$ cat src/filtered_nearest_key_search_defines.svh
// Assertion macros shared by the search block.
// Each macro samples on the rising edge of clk and is disabled while rst_n is low.
`ifndef FILTERED_NEAREST_KEY_SEARCH_DEFINES_SVH
`define FILTERED_NEAREST_KEY_SEARCH_DEFINES_SVH

// The consequent must hold in the same cycle as the antecedent.
`define FNKS_ASSERT_SAME(label, ante, cons, msg) \
    label: assert property (@(posedge clk) disable iff (!rst_n) (ante) |-> (cons)) \
        else $error(msg);

// The consequent must hold in the cycle after the antecedent.
`define FNKS_ASSERT_NEXT(label, ante, cons, msg) \
    label: assert property (@(posedge clk) disable iff (!rst_n) (ante) |=> (cons)) \
        else $error(msg);

`endif

$ cat src/fnks_pkg.sv
package fnks_pkg;

    localparam int ID_W   = 24;
    localparam int SIZE_W = 24;
    localparam int OP_W   = 2;

    // Request opcodes.
    localparam logic [OP_W-1:0] OP_LOAD  = 2'd0;
    localparam logic [OP_W-1:0] OP_QUERY = 2'd1;
    localparam logic [OP_W-1:0] OP_CLEAR = 2'd2;

    // Commands from the controller to the datapath.
    typedef struct packed {
        logic load;
        logic clear;
        logic query;
        logic issue;
        logic finish;
    } fnks_cmd_t;

    // Status from the datapath to the controller.
    typedef struct packed {
        logic empty;
        logic scan_last;
    } fnks_status_t;

endpackage

$ cat src/fnks_ctrl.sv
module fnks_ctrl
    import fnks_pkg::*;
    (
        input  logic            clk,
        input  logic            rst_n,
        input  logic            start,
        input  logic [OP_W-1:0] opcode,
        input  fnks_status_t    status,
        output fnks_cmd_t       cmd,
        output logic            busy
    );

    typedef enum logic [1:0] {
        ST_IDLE,
        ST_SCAN,
        ST_DRAIN,
        ST_FINISH
    } state_t;

    state_t state_reg;
    state_t state_next;
    logic   busy_reg;
    logic   accept;

    assign accept = start && !busy_reg;

    // Commands and next state.
    always_comb
    begin
        cmd        = '0;
        state_next = state_reg;
        case (state_reg)
            ST_IDLE:
            begin
                if (accept)
                begin
                    case (opcode)
                        OP_LOAD:
                        begin
                            cmd.load = 1'b1;
                        end
                        OP_CLEAR:
                        begin
                            cmd.clear = 1'b1;
                        end
                        OP_QUERY:
                        begin
                            cmd.query  = 1'b1;
                            state_next = status.empty ? ST_FINISH : ST_SCAN;
                        end
                        default:
                        begin
                            state_next = ST_IDLE;
                        end
                    endcase
                end
            end
            ST_SCAN:
            begin
                cmd.issue = 1'b1;
                if (status.scan_last)
                begin
                    state_next = ST_DRAIN;
                end
            end
            ST_DRAIN:
            begin
                state_next = ST_FINISH;
            end
            ST_FINISH:
            begin
                cmd.finish = 1'b1;
                state_next = ST_IDLE;
            end
            default:
            begin
                state_next = ST_IDLE;
            end
        endcase
    end

    // State and registered busy.
    always_ff @(posedge clk or negedge rst_n)
    begin
        if (!rst_n)
        begin
            state_reg <= ST_IDLE;
            busy_reg  <= 1'b0;
        end
        else
        begin
            state_reg <= state_next;
            busy_reg  <= (state_next != ST_IDLE);
        end
    end

    assign busy = busy_reg;

endmodule

$ cat config.mk
export PLATFORM = sky130hd
export DESIGN_NAME = fnks_ctrl
export DESIGN_NICKNAME = d
export VERILOG_FILES = /design/src/filtered_nearest_key_search_defines.svh /design/src/fnks_pkg.sv /design/src/fnks_ctrl.sv
export SDC_FILE = /design/constraint.sdc
export NUM_CORES = 1
export LEC_CHECK = 0
export BUFFER_PORTS_ARGS = -buffer_cell sky130_fd_sc_hd__buf_2
export CORE_AREA = 2 2 39 41
export CTS_CLUSTER_DIAMETER = 60
export DETAILED_ROUTE_END_ITERATION = 10
export DIE_AREA = 0 0 41 43
export PLACE_DENSITY = 0.37
export SYNTH_ARGS = -nofsm -noshare
export SYNTH_HDL_FRONTEND = slang
export SYNTH_SLANG_ARGS = --single-unit
$ cat constraint.sdc
create_clock -name clk -period 1.2 [get_ports clk]
set_input_delay 0.24 -clock clk [delete_from_list [all_inputs] [get_ports clk]]
set_output_delay 0.24 -clock clk [all_outputs]
set_load 0.02 [all_outputs]
==> out/results.ini <==
[die]
dieHeight_um=43
die_x_um=41
pin_count=13
start_util_pct=13.2
core_region_area_mm2=0.00138
rows=14
dieArea_mm2=0.00176

[timing]
worst_slew_pin_slew_ps=184
layout_setup_ws_ps=-162
rsz0062_at_grt=true
fin_crit_sh_pct=114
final-hold-violation-count=0
whs_ps=284
slew_headroom_pct=87.7
finalMaxSlewViolations=0
max_freq_mhz=734
finalSetupViolCount=5
clock-skew-final_ps=0.0684
tns_ps=-696
fin_crit_ps=1360

[worst_setup_path]
r2r_cells=4
rr_startpoint=state_reg[0]
r2r-end=state_reg[1]
end_kind=output pin
crit_type=reg -> out
startpoint_type=flip-flop
worst-path-max-fanout=6
crit_chain=buf_4, and2_1, buf_2
slowest_delay_ps=400
cp.required_ps=960
crit_slowest_cell=dfrtp_1
reg2reg_setup_slack_ps=150
critPathArrivalTime_ps=1120

[cells_and_area]
final_cell_mix=buf_2 (8), buf_4 (5), buf_6 (4), clkbuf_4 (3)
drive_gt1_share_pct=65.0
final_common_cell=buf_2
final_nets=48
areaGrowthSynthToFinish_pct=118
seqCellArea_um2=76.3
fillers=155
antenna_cells=0
largest_reg_flops=2
fin_cells=56
multi_input_comb_area_um2=139

[detailed_routing]
dr.pass1.iters=1
wl_um=516
viasPerCell=3.89
routedWlPerCell_um=9.21
drc=0
final_antenna_net_count=0
routed-via-count=218
drtIter0Drc=0

[worst_hold_path]
hold_start=status[0]
whs_endpoint=state_reg[1]
hold_path_depth=3
hold_class=in -> reg

[clocking]
cts.sinks=3
root_buffer=clkbuf_4
clk_latency_ps=230
clk_path_buf_depth=2
clkTransAtPathRegs_ps=30
cts_tree=yes
cts_inserted_buffers=3
cts.htree.levels=1

[synthesis]
ys_seq_area_share_pct=41.1
syn_inst=18
yosysWarnings=0
ys_ff_latch=3
syn_nets=25
syn_avg_cell_area_um2=10.1
yosysUniqueCellTypes=14
syn-cell-area_um2=183

[placement]
pre_cts_slack_ps=19.1
dp_cells=50
place_congestion=0.600
dp_hpwl_um=426
portBuffers=12

[grt]
grt-ovfl-total=0
grt_pass1_wl_um=848
grt_pass1_vias=200
grt_usage_pct=7.36
grt_antenna_before_repair=0
grt_max_degree=7

[outcome]
run_status=finished with violations
violations=setup timing

[flow_run]
drv_cap=0

[power]
p_leak_nw=0.180
vdd_drop_max_uv=560
finalPower_mw=0.896
pwr_density_cell_mw_per_mm2=2250

-- critical path, delay by kind of cell, from the launching register on --
kind	cells	cell delay, ps
and+or+nand+nor	1	160
buffers and inverters	2	330
DFF	1	400
-- layer usage --
| layer | global-route usage, % | vias to the layer above | part of all wire (%) |
|---|---|---|---|
| li1 | - | 113 | - |
| met1 | 8.79 | 99 | 37 |
| met2 | 10.6 | 6 | 56 |
| met3 | 1.57 | 0 | 7.0 |
| met4 | 6.00 | 0 | 0 |
| met5 | 0 | - | 0 |
-- cells by family (layout without fill, tap and decap cells) --
logic type	after synthesis	in the layout	share of synthesized area, %
AND/OR/NAND/NOR	10	10	42.5
flip-flops	3	3	41.1
AO/OA/AOI/OAI	4	4	14.4
buffers and inverters	1	23	2.05
-- cell usage after synthesis --
library cell	count	area share, %
dfrtp_1	3	41
o21a_1	1	4.1
and4bb_2	1	6.8
nand4bb_1	1	6.2
inv_1	1	2.1
nor3_1	1	2.7
o221ai_1	1	4.8
nand2b_1	1	3.4
nor2b_1	2	6.8
a21oi_1	2	5.5
and2_1	1	3.4
nor2_2	1	3.4
and4b_1	1	5.5
nand3b_1	1	4.1
-- repair_timing --
action | CTS | global route
pin swaps | 4 | 1
resized for setup | 7 | 3
hold buffers | 1 | 0
setup buffers | 1 | 0
endpoints found under the setup margin | 5 | 5
hold endpoints to repair | 3 | 0
-- where the power goes --
part | internal [mW] | switching (mW)
registers | 0.157 | 0.0520
logic | 0.273 | 0.244
clock network | 0.124 | 0.0470
-- layout make-up --
| cell class | count | share of cell area [%] |
|---|---|---|
| flip-flops and latches | 3 | 19.2 |
| well taps | 16 | 5.03 |
| repair buffers | 18 | 33.3 |
| clock buffers | 4 | 6.60 |
| inverters | 1 | 0.943 |
| multi-input cells | 14 | 34.9 |
-- per-stage QoR --
| step | util, % | instance area [µm²] |
|---|---|---|
| after floorplan | - | 211 |
| after global placement | 23.2 | 322 |
| after detailed placement | 23.2 | 322 |
| after CTS | 27.9 | 387 |
| after global routing | 28.8 | 398 |
| final | 28.8 | 398 |
-- worst max path at each step --
stage,start,end,slack [ps],cells after the start
2_1_floorplan,busy,cmd[2],9,2
3_3_place_gp,busy,cmd[2],30,3
3_5_place_dp,busy,cmd[2],20,3
4_1_cts,state_reg[1],cmd[4],-170,3
5_1_grt,busy,cmd[4],-210,3
6_report,state_reg[1],cmd[0],-160,3
No activity file was read; power rests on OpenSTA's default activity.
